`config.mk`:
```
export PLATFORM = sky130hd
export DESIGN_NAME = midpoint_subdivision_line_clipper
export DESIGN_NICKNAME = d
export VERILOG_FILES = /design/src/sv/msclip_pkg.sv /design/src/sv/msclip_ctrl.sv /design/src/sv/msclip_dp.sv /design/src/sv/midpoint_subdivision_line_clipper.sv
export SDC_FILE = /design/constraint.sdc
export NUM_CORES = 2
export LEC_CHECK = 0
export ABC_AREA = 1
export BUFFER_PORTS_ARGS = -buffer_cell sky130_fd_sc_hd__buf_2
export CORE_MARGIN = 1
export CORE_UTILIZATION = 58
export DETAILED_ROUTE_END_ITERATION = 6
export PLACE_DENSITY = 0.89
export SLEW_MARGIN = 5
export SYNTH_ARGS = -nofsm -noshare
export SYNTH_HDL_FRONTEND = slang
export SYNTH_SLANG_ARGS = --single-unit
```
`constraint.sdc`:
```
create_clock -name clk -period 6.75 [get_ports clk]
set_input_delay 0.3375 -clock clk [delete_from_list [all_inputs] [get_ports clk]]
set_output_delay 0.3375 -clock clk [all_outputs]
set_load 0.01 [all_outputs]
```
`src/sv/msclip_pkg.sv`:
```
// ----------------------------------------------------------------------------
// msclip_pkg
// Shared types and constants for the midpoint subdivision line clipper:
// controller states, command and status groups, register indexes and the
// reset values of the window registers.
// ----------------------------------------------------------------------------
package msclip_pkg;

	localparam int EPS_W     = 34;
	localparam int CFG_W     = 34;
	localparam int CFG_IDX_W = 3;

	typedef logic [CFG_IDX_W-1:0] cfg_idx_t;

	localparam cfg_idx_t REG_XMIN = 3'd0;
	localparam cfg_idx_t REG_XMAX = 3'd1;
	localparam cfg_idx_t REG_YMIN = 3'd2;
	localparam cfg_idx_t REG_YMAX = 3'd3;
	localparam cfg_idx_t REG_EPS  = 3'd4;

	// window reset values, truncated to the coordinate width where used
	localparam logic [31:0] XMIN_RST = 32'd0;
	localparam logic [31:0] XMAX_RST = 32'd11360;
	localparam logic [31:0] YMIN_RST = 32'd0;
	localparam logic [31:0] YMAX_RST = 32'd11696;
	localparam logic [EPS_W-1:0] EPS_RST = 34'd512;
	localparam logic [EPS_W-1:0] EPS_MIN = 34'd2;

	localparam logic [1:0] PASS_FIRST = 2'd1;
	localparam logic [1:0] PASS_OVER  = 2'd3;

	typedef enum logic [2:0] {
		ST_IDLE,
		ST_CHECK,
		ST_LEN,
		ST_STEP,
		ST_SWAP,
		ST_DONE
	} state_t;

	typedef struct packed {
		logic load;      // take a new segment
		logic save;      // remember the first endpoint of the pass
		logic step;      // one halving of the segment
		logic finish;    // end of pass: near <= far, far <= saved
		logic out_load;  // fill the output register
		logic out_vis;   // visible flag for the output register
	} dp_cmd_t;

	typedef struct packed {
		logic near_in;   // near endpoint has a zero outcode
		logic far_in;    // far endpoint has a zero outcode
		logic share;     // outcodes of near and far share a bit
		logic len_over;  // squared length above threshold
	} dp_stat_t;

endpackage

```
`src/sv/msclip_ctrl.sv`:
```
// ----------------------------------------------------------------------------
// msclip_ctrl
// Controller for the clipper: sequences outcode checks, halving passes and
// the endpoint swap, counts passes and owns the output request valid.
// ----------------------------------------------------------------------------
module msclip_ctrl (
	input  logic                 clk,
	input  logic                 arst_n,
	input  logic                 s_axis_tvalid,
	output logic                 s_axis_tready,
	output logic                 m_axis_tvalid,
	input  logic                 m_axis_tready,
	input  msclip_pkg::dp_stat_t stat,
	output msclip_pkg::dp_cmd_t  cmd
);
	import msclip_pkg::*;

	state_t     state_q;
	state_t     state_nxt;
	logic [1:0] pass_q;
	logic       vis_q;
	logic       out_valid_q;
	logic       out_free;

	assign out_free      = !out_valid_q || m_axis_tready;
	assign s_axis_tready = (state_q == ST_IDLE);
	assign m_axis_tvalid = out_valid_q;

	always_comb begin
		state_nxt = state_q;
		case (state_q)
			ST_IDLE: begin
				if (s_axis_tvalid)
					state_nxt = ST_CHECK;
			end
			ST_CHECK: begin
				if ((stat.near_in && stat.far_in) || stat.share || pass_q == PASS_OVER)
					state_nxt = ST_DONE;
				else if (!stat.far_in)
					state_nxt = ST_LEN;
				else
					state_nxt = ST_SWAP;
			end
			ST_LEN:  state_nxt = ST_STEP;
			ST_STEP: begin
				if (stat.len_over)
					state_nxt = ST_LEN;
				else
					state_nxt = ST_SWAP;
			end
			ST_SWAP: state_nxt = ST_CHECK;
			ST_DONE: begin
				if (out_free)
					state_nxt = ST_IDLE;
			end
			default: state_nxt = ST_IDLE;
		endcase
	end

	always_comb begin
		cmd = '0;
		case (state_q)
			ST_IDLE:  cmd.load = s_axis_tvalid;
			ST_CHECK: cmd.save = 1'b1;
			ST_LEN:   ;
			ST_STEP:  cmd.step = stat.len_over;
			ST_SWAP:  cmd.finish = 1'b1;
			ST_DONE: begin
				cmd.out_load = out_free;
				cmd.out_vis  = vis_q;
			end
			default: ;
		endcase
	end

	always_ff @(posedge clk or negedge arst_n) begin
		if (!arst_n) begin
			state_q     <= ST_IDLE;
			pass_q      <= PASS_FIRST;
			vis_q       <= 1'b0;
			out_valid_q <= 1'b0;
		end else begin
			state_q <= state_nxt;
			if (cmd.load)
				pass_q <= PASS_FIRST;
			else if (cmd.finish)
				pass_q <= pass_q + 2'd1;
			// both inside wins, a shared bit rejects, otherwise the pass limit accepts
			if (state_q == ST_CHECK)
				vis_q <= (stat.near_in && stat.far_in) || !stat.share;
			if (cmd.out_load)
				out_valid_q <= 1'b1;
			else if (m_axis_tready)
				out_valid_q <= 1'b0;
		end
	end

endmodule

```
`src/sv/msclip_dp.sv`:
```
// ----------------------------------------------------------------------------
// msclip_dp
// Datapath for the clipper: window and threshold registers, endpoint
// registers, outcodes, midpoint, registered squared length and the output
// register.
// ----------------------------------------------------------------------------
module msclip_dp #(
	parameter int COORD_BITS = 16
) (
	input  logic                               clk,
	input  logic                               arst_n,
	input  logic                               cfg_wr_en,
	input  msclip_pkg::cfg_idx_t               cfg_index,
	input  logic [msclip_pkg::CFG_W-1:0]       cfg_data,
	input  logic signed [COORD_BITS-1:0]       start_x,
	input  logic signed [COORD_BITS-1:0]       start_y,
	input  logic signed [COORD_BITS-1:0]       end_x,
	input  logic signed [COORD_BITS-1:0]       end_y,
	input  msclip_pkg::dp_cmd_t                cmd,
	output msclip_pkg::dp_stat_t               stat,
	output logic                               visible,
	output logic signed [COORD_BITS-1:0]       out_ax,
	output logic signed [COORD_BITS-1:0]       out_ay,
	output logic signed [COORD_BITS-1:0]       out_bx,
	output logic signed [COORD_BITS-1:0]       out_by
);
	import msclip_pkg::*;

	localparam int CW    = COORD_BITS;
	localparam int DW    = COORD_BITS + 1;
	localparam int SQ_W  = 2 * COORD_BITS;
	localparam int SUM_W = SQ_W + 1;
	localparam int CMP_W = (SUM_W > EPS_W) ? SUM_W : EPS_W;

	logic signed [CW-1:0] xmin_q, xmax_q, ymin_q, ymax_q;
	logic [EPS_W-1:0]     eps_q;

	logic signed [CW-1:0] near_x_q, near_y_q, far_x_q, far_y_q, sav_x_q, sav_y_q;
	logic [SQ_W-1:0]      sqx_q, sqy_q;

	logic                 vis_q;
	logic signed [CW-1:0] ax_q, ay_q, bx_q, by_q;

	logic [3:0]           code_near, code_far, code_mid;
	logic signed [DW-1:0] sum_x, sum_y, dif_x, dif_y;
	logic signed [CW-1:0] mid_x, mid_y;
	logic [CW-1:0]        adx, ady;
	logic [SUM_W-1:0]     len_sq;
	logic [EPS_W-1:0]     thr;

	function automatic logic [3:0] outcode(
		input logic signed [CW-1:0] x,
		input logic signed [CW-1:0] y,
		input logic signed [CW-1:0] x_lo,
		input logic signed [CW-1:0] x_hi,
		input logic signed [CW-1:0] y_lo,
		input logic signed [CW-1:0] y_hi
	);
		logic [3:0] c;
		c[3] = (x < x_lo);
		c[2] = (x > x_hi);
		c[1] = (y < y_lo);
		c[0] = (y > y_hi);
		return c;
	endfunction

	assign code_near = outcode(near_x_q, near_y_q, xmin_q, xmax_q, ymin_q, ymax_q);
	assign code_far  = outcode(far_x_q, far_y_q, xmin_q, xmax_q, ymin_q, ymax_q);

	// midpoint rounded toward minus infinity
	assign sum_x = {near_x_q[CW-1], near_x_q} + {far_x_q[CW-1], far_x_q};
	assign sum_y = {near_y_q[CW-1], near_y_q} + {far_y_q[CW-1], far_y_q};
	assign mid_x = sum_x[DW-1:1];
	assign mid_y = sum_y[DW-1:1];
	assign code_mid = outcode(mid_x, mid_y, xmin_q, xmax_q, ymin_q, ymax_q);

	assign dif_x = {near_x_q[CW-1], near_x_q} - {far_x_q[CW-1], far_x_q};
	assign dif_y = {near_y_q[CW-1], near_y_q} - {far_y_q[CW-1], far_y_q};
	assign adx   = dif_x[DW-1] ? CW'(-dif_x) : CW'(dif_x);
	assign ady   = dif_y[DW-1] ? CW'(-dif_y) : CW'(dif_y);

	assign len_sq = SUM_W'(sqx_q) + SUM_W'(sqy_q);
	assign thr    = (eps_q < EPS_MIN) ? EPS_MIN : eps_q;

	assign stat.near_in  = (code_near == 4'd0);
	assign stat.far_in   = (code_far == 4'd0);
	assign stat.share    = |(code_near & code_far);
	assign stat.len_over = CMP_W'(len_sq) > CMP_W'(thr);

	always_ff @(posedge clk or negedge arst_n) begin
		if (!arst_n) begin
			xmin_q <= XMIN_RST[CW-1:0];
			xmax_q <= XMAX_RST[CW-1:0];
			ymin_q <= YMIN_RST[CW-1:0];
			ymax_q <= YMAX_RST[CW-1:0];
			eps_q  <= EPS_RST;
		end else if (cfg_wr_en) begin
			case (cfg_index)
				REG_XMIN: xmin_q <= cfg_data[CW-1:0];
				REG_XMAX: xmax_q <= cfg_data[CW-1:0];
				REG_YMIN: ymin_q <= cfg_data[CW-1:0];
				REG_YMAX: ymax_q <= cfg_data[CW-1:0];
				REG_EPS:  eps_q  <= cfg_data[EPS_W-1:0];
				default:  ;
			endcase
		end
	end

	always_ff @(posedge clk) begin
		sqx_q <= adx * adx;
		sqy_q <= ady * ady;
		if (cmd.save) begin
			sav_x_q <= near_x_q;
			sav_y_q <= near_y_q;
		end
		if (cmd.load) begin
			near_x_q <= start_x;
			near_y_q <= start_y;
			far_x_q  <= end_x;
			far_y_q  <= end_y;
		end else if (cmd.step) begin
			// keep the half that still reaches outside through the far code
			if (|(code_mid & code_far)) begin
				far_x_q <= mid_x;
				far_y_q <= mid_y;
			end else begin
				near_x_q <= mid_x;
				near_y_q <= mid_y;
			end
		end else if (cmd.finish) begin
			near_x_q <= far_x_q;
			near_y_q <= far_y_q;
			far_x_q  <= sav_x_q;
			far_y_q  <= sav_y_q;
		end
		if (cmd.out_load) begin
			vis_q <= cmd.out_vis;
			ax_q  <= cmd.out_vis ? near_x_q : '0;
			ay_q  <= cmd.out_vis ? near_y_q : '0;
			bx_q  <= cmd.out_vis ? far_x_q  : '0;
			by_q  <= cmd.out_vis ? far_y_q  : '0;
		end
	end

	assign visible = vis_q;
	assign out_ax  = ax_q;
	assign out_ay  = ay_q;
	assign out_bx  = bx_q;
	assign out_by  = by_q;

endmodule

```
`src/sv/midpoint_subdivision_line_clipper.sv`:
```
// A segment accepted or rejected on its outcodes passes IDLE, CHECK and DONE
// before its result is registered; each clip pass (at most two) runs LEN and
// STEP once per halving and then SWAP before the next CHECK, or goes straight
// from CHECK to SWAP when the far endpoint is already inside.
// One segment at a time; the square-and-compare loop of the halving sets the rate.
// A new request is taken while the previous result waits in the output register.
// Reset clears the controller and loads the window and threshold defaults.
// ----------------------------------------------------------------------------
// midpoint_subdivision_line_clipper
// Clips one line segment per request against a configurable window by
// midpoint subdivision and returns the visible flag and final endpoints.
// ----------------------------------------------------------------------------
module midpoint_subdivision_line_clipper #(
	parameter int COORD_BITS = 16
) (
	input  logic                                      clk,
	input  logic                                      arst_n,
	input  logic                                      cfg_wr_en,
	input  msclip_pkg::cfg_idx_t                      cfg_index,
	input  logic [msclip_pkg::CFG_W-1:0]              cfg_data,
	input  logic                                      s_axis_tvalid,
	output logic                                      s_axis_tready,
	// start_x, start_y, end_x, end_y
	input  logic [((4*COORD_BITS+7)/8)*8-1:0]         s_axis_tdata,
	output logic                                      m_axis_tvalid,
	input  logic                                      m_axis_tready,
	// out_ax, out_ay, out_bx, out_by
	output logic [((4*COORD_BITS+7)/8)*8-1:0]         m_axis_tdata,
	// visible
	output logic [0:0]                                m_axis_tuser
);
	import msclip_pkg::*;

	localparam int DATA_W = ((4*COORD_BITS+7)/8)*8;

	dp_cmd_t                      cmd;
	dp_stat_t                     stat;
	logic                         visible;
	logic signed [COORD_BITS-1:0] out_ax, out_ay, out_bx, out_by;

	msclip_ctrl u_ctrl (
		.clk           (clk),
		.arst_n        (arst_n),
		.s_axis_tvalid (s_axis_tvalid),
		.s_axis_tready (s_axis_tready),
		.m_axis_tvalid (m_axis_tvalid),
		.m_axis_tready (m_axis_tready),
		.stat          (stat),
		.cmd           (cmd)
	);

	msclip_dp #(
		.COORD_BITS (COORD_BITS)
	) u_dp (
		.clk       (clk),
		.arst_n    (arst_n),
		.cfg_wr_en (cfg_wr_en),
		.cfg_index (cfg_index),
		.cfg_data  (cfg_data),
		.start_x   (s_axis_tdata[0*COORD_BITS +: COORD_BITS]),
		.start_y   (s_axis_tdata[1*COORD_BITS +: COORD_BITS]),
		.end_x     (s_axis_tdata[2*COORD_BITS +: COORD_BITS]),
		.end_y     (s_axis_tdata[3*COORD_BITS +: COORD_BITS]),
		.cmd       (cmd),
		.stat      (stat),
		.visible   (visible),
		.out_ax    (out_ax),
		.out_ay    (out_ay),
		.out_bx    (out_bx),
		.out_by    (out_by)
	);

	assign m_axis_tdata = DATA_W'({out_by, out_bx, out_ay, out_ax});
	assign m_axis_tuser = visible;

endmodule
```
==> impl_metrics.py, run 1 <==
metrics = {
    "placed_design": {
        "place_congestion": 1.05,
        "portBuffers": 172,
        "dp_hpwl_microns": 99600,
    },
    "synth": {
        "yosys-top-cells-count": "892 x inv_1, 797 x nand2_1, 510 x ha_1",
        "synth.area.top_cells": "fa_1 18%, ha_1 17%, edfxtp_1 13%",
        "synth_seq_cells": 328,
        "synth_area_sq_um": 37700,
        "yosysTopAreaCell": "fa_1",
        "synth_nets": 5550,
        "yosysWarnings": 0,
        "ys.flop_type": "edfxtp_1",
        "ys_async_sr_fraction_pct": 32.0,
        "synthCells": 4601,
        "synth_cell_types": 71,
        "yosysTopAreaCellShare_pct": 17.7,
        "yosysMostFrequentCell": "inv_1",
        "seq_area_frac_synth_pct": 23.1,
        "synth_area_per_cell_sq_um": 8.20,
        "synth_edf_count": 161,
    },
    "grt": {
        "antenna_found_initial": 14,
        "grt_max_degree": 76,
        "grt_overflow": 2,
        "gr-usage-all-layers_pct": 54.9,
    },
    "run_status": {
        "status": "aborted with a tool error",
        "stop_stage": "global routing (5_1_grt)",
        "error": "[ERROR GRT-0232] Routing congestion too high. Check the congestion heatmap in the GUI.",
    },
    "clocking": {
        "numCtsBuffers": 37,
        "cts_root_buf": "clkbuf_16",
        "cts_buffer_depth": 3,
        "cts_sinks": 328,
        "h-tree-depth": 2,
    },
    "die": {
        "floorplan.initialDensity_pct": 58.6,
        "die_w_microns": 257,
        "ios": 173,
        "dieHeight_microns": 257,
        "num_rows": 93,
    },
    "timing": {
        "worst-ep-kind": "register input",
        "postGrtWorstEndpoint": "u_dp.sqx_q[29]$_DFF_P_/D",
    },
}
## through the flow
step	std cells	hold slack, ps	area (sq um)	worst slack, ps
after global placement	6124	283	44400	-620
after detailed placement	6124	286	44400	-944
after floorplan	4601	41.9	38500	-366
after CTS	6301	62.8	48100	-619
## what timing repair did
item / CTS
endpoints found under the hold margin: 26
cloned: 1
setup buffers: 110
resized for setup: 398
hold buffers: 2
pin swaps: 214
setup endpoints to repair: 47
## kinds of logic after synthesis
family,synth area share (%)
adders and majority gates,34.6
DFF,23.1
xor gates and xnor gates,3.66
buffers and inverters,10.8
and+or+nand+nor,17.8
AOI/OAI and AO/OA,10.1
muxes,0.0564
## layer usage
metal  overflow  GRT usage [%]
met5          0           10.3
met4          0           50.9
met3          0           29.2
met2          2           77.8
met1          0           57.6
==> inputs of run 2 (changes only) <==
--- a/config.mk
+++ b/config.mk
@@ -8,9 +8,9 @@
 export ABC_AREA = 1
 export BUFFER_PORTS_ARGS = -buffer_cell sky130_fd_sc_hd__buf_2
 export CORE_MARGIN = 1
-export CORE_UTILIZATION = 58
+export CORE_UTILIZATION = 40
 export DETAILED_ROUTE_END_ITERATION = 6
-export PLACE_DENSITY = 0.89
+export PLACE_DENSITY_LB_ADDON = 0.15
 export SLEW_MARGIN = 5
 export SYNTH_ARGS = -nofsm -noshare
 export SYNTH_HDL_FRONTEND = slang
==> constraint.sdc (replaced) <==
create_clock -name clk -period 8.78 [get_ports clk]
set_input_delay 0.439 -clock clk [delete_from_list [all_inputs] [get_ports clk]]
set_output_delay 0.439 -clock clk [all_outputs]
set_load 0.01 [all_outputs]
==> impl_metrics.py, run 2 <==
metrics = {
    "finish": {
        "final_cell_mix": "891 x inv_1, 793 x nand2_1, 510 x ha_1",
        "diodes": 0,
        "largestRegisters": "u_dp.eps_q x34, u_dp.sqx_q x31, u_dp.sqy_q x31",
        "regMostFlops": "u_dp.eps_q",
        "drive_gt1_share_pct": 10.1,
        "final_common_cell": "inv_1",
        "syn2layout_area_growth_pct": 10.5,
        "stdcell_count": 6086,
        "layout.nets": 5749,
        "largest_reg_flops": 34,
    },
    "synth": {
        "synth_cell_types": 71,
        "synth.area.top_cells": "fa_1 18%, ha_1 17%, edfxtp_1 13%",
        "synth_area_sq_um": 37700,
        "yosysTopAreaCell": "fa_1",
        "yosysMostFrequentCell": "inv_1",
        "synth_nets": 5550,
        "ys_async_sr_fraction_pct": 32.0,
        "synth_edf_count": 161,
        "synthCells": 4601,
        "yosys-top-cells-count": "892 x inv_1, 797 x nand2_1, 510 x ha_1",
        "yosysWarnings": 0,
        "ys.flop_type": "edfxtp_1",
        "synth_seq_cells": 328,
        "seq_area_frac_synth_pct": 23.1,
        "yosysTopAreaCellShare_pct": 17.7,
        "synth_area_per_cell_sq_um": 8.20,
    },
    "worst_setup_path": {
        "r2r-start": "u_dp.near_y_q[1]",
        "arrival_ps": 8840,
        "crit_fanout": 17,
        "cp.required_ps": 9240,
        "worst_setup_path_end_kind": "register",
        "crit_path_frequent_cell": "fa_1",
        "cpMaxStageDelayCell": "fa_1",
        "cp-endpoint": "u_dp.sqy_q[22]",
        "r2r_end": "u_dp.sqy_q[22]",
        "reg2reg_depth": 35,
        "startpoint_type": "register",
        "crit_type": "register to register",
        "r2r_slack_ps": 410,
        "crit_start": "u_dp.near_y_q[1]",
        "critPathMaxStageDelay_ps": 570,
    },
    "detailed_routing": {
        "post_drt_wl_per_cell_microns": 19.3,
        "final_antenna_net_count": 0,
        "drt-total-wl_microns": 117000,
        "viasPerCell": 5.07,
        "firstDrtPassIters": 5,
        "drc_errors": 0,
        "vias": 30900,
        "drt_iter0_markers": 1807,
    },
    "run_status": {
        "status": "complete, no violations",
    },
    "worst_hold_path": {
        "hp-class": "input pin to register",
        "holdPathStages": 3,
    },
    "die": {
        "die_area_sq_um": 95600,
        "die_w_microns": 309,
        "dieHeight_microns": 309,
        "num_rows": 112,
        "floorplan.initialDensity_pct": 40.4,
        "fp.coreArea_sq_um": 93300,
        "ios": 173,
    },
    "grt": {
        "globalRoute.busiestLayer": "met2",
        "grt_use_met1_pct": 34.5,
        "globalRouteMet2Util_pct": 40.8,
        "gr-usage-all-layers_pct": 25.0,
        "grt_overflow": 0,
        "antenna_found_initial": 6,
        "grt_max_degree": 72,
        "grt_pass1_vias": 31800,
        "grt_use_met3_pct": 3.30,
        "grt_pass1_wl_microns": 183000,
    },
    "clocking": {
        "clock_latency_ps": 600,
        "cts_tree": "built",
        "cts_buffer_depth": 3,
        "path_clk_slew_ps": 60,
        "cts_sinks": 328,
        "numCtsBuffers": 42,
        "cts_root_buf": "clkbuf_16",
        "h-tree-depth": 2,
    },
    "timing": {
        "fmax_mhz": 119,
        "relSlewSlack_pct": 29.6,
        "tightestPinTransition_ps": 1050,
        "hold_viol_final": 0,
        "clock_skew_ps": 55.7,
        "setup_viol": 0,
        "hold_ws_ps": 174,
        "min_period_over_period_pct": 95.3,
        "period_needed_ps": 8370,
        "slew_viol_final": 0,
        "rsz0062_at_grt": "true",
    },
    "placed_design": {
        "dp_hpwl_microns": 98100,
        "portBuffers": 172,
        "place_inst": 6008,
        "place_congestion": 0.935,
    },
    "run": {
        "maxCapViolations": 0,
    },
}
## run 2: cell counts after synthesis
No cell type changed its count.
## run 2: cells by family after synthesis
kind of cell	synth area share (%)
xor+xnor	3.66
buf+inv	10.8
fa+ha+maj	34.6
mux	0.0564
simple gates	17.8
compound gates	10.1
flops	23.1
## run 2: cell type report
class	instances	area, sq um
Clock buffer	58	1170
Clock inverter	18	226
Fill cell	9434	51600
Inverter	927	3490
Multi-Input combinational cell	3242	25000
Sequential cell	328	8720
Tap cell	1254	1570
Timing Repair Buffer	259	1520
## run 2: worst min path at each step
stage                                 endpoint        startpoint  slack [ps]
final                        u_dp.near_x_q[14]  s_axis_tdata[14]         170
after global routing            u_dp.eps_q[20]      cfg_data[20]         180
after CTS                    u_dp.near_x_q[14]  s_axis_tdata[14]         140
after detailed placement        u_dp.ymax_q[2]    u_dp.ymax_q[2]         470
after global placement         u_dp.xmax_q[15]   u_dp.xmax_q[15]         470
after floorplan           u_ctrl.m_axis_tvalid            arst_n         140
## run 2: routing by layer
metal / share of wire (%) / vias to the layer above
met3: 5.3 / 152
met4: 3.0 / 2
li1: - / 15100
met2: 46 / 811
met1: 46 / 14800
met5: 0.011 / -
## run 2: per-stage QoR
stage	instance area [sq um]	setup slack (ps)	utilization, %	TNS [ps]
after detailed placement	40300	434	43.1	0
after CTS	41700	330	44.7	0
after global routing	41700	-20.6	44.7	-20.6
after global placement	40300	443	43.1	0
final	41700	409	44.7	0
after floorplan	37700	1420	-	0
## run 2: timing repair
action	in CTS	in global routing
endpoints found under the setup margin	0	13
resized for setup	0	9
setup buffers	0	0
endpoints found under the hold margin	51	0
hold buffers	2	0
## run 2: critical path, delay by kind of cell (launching register included)
family / cells / cell delay (ps)
xor+xnor: 1 / 160
compound gates: 7 / 1370
simple gates: 12 / 1410
flops: 1 / 560
buf+inv: 7 / 730
fa+ha+maj: 8 / 4010
Power of run 2 is not shown: default switching activity piles up to over one toggle a cycle in this logic, so the estimate is an artifact.
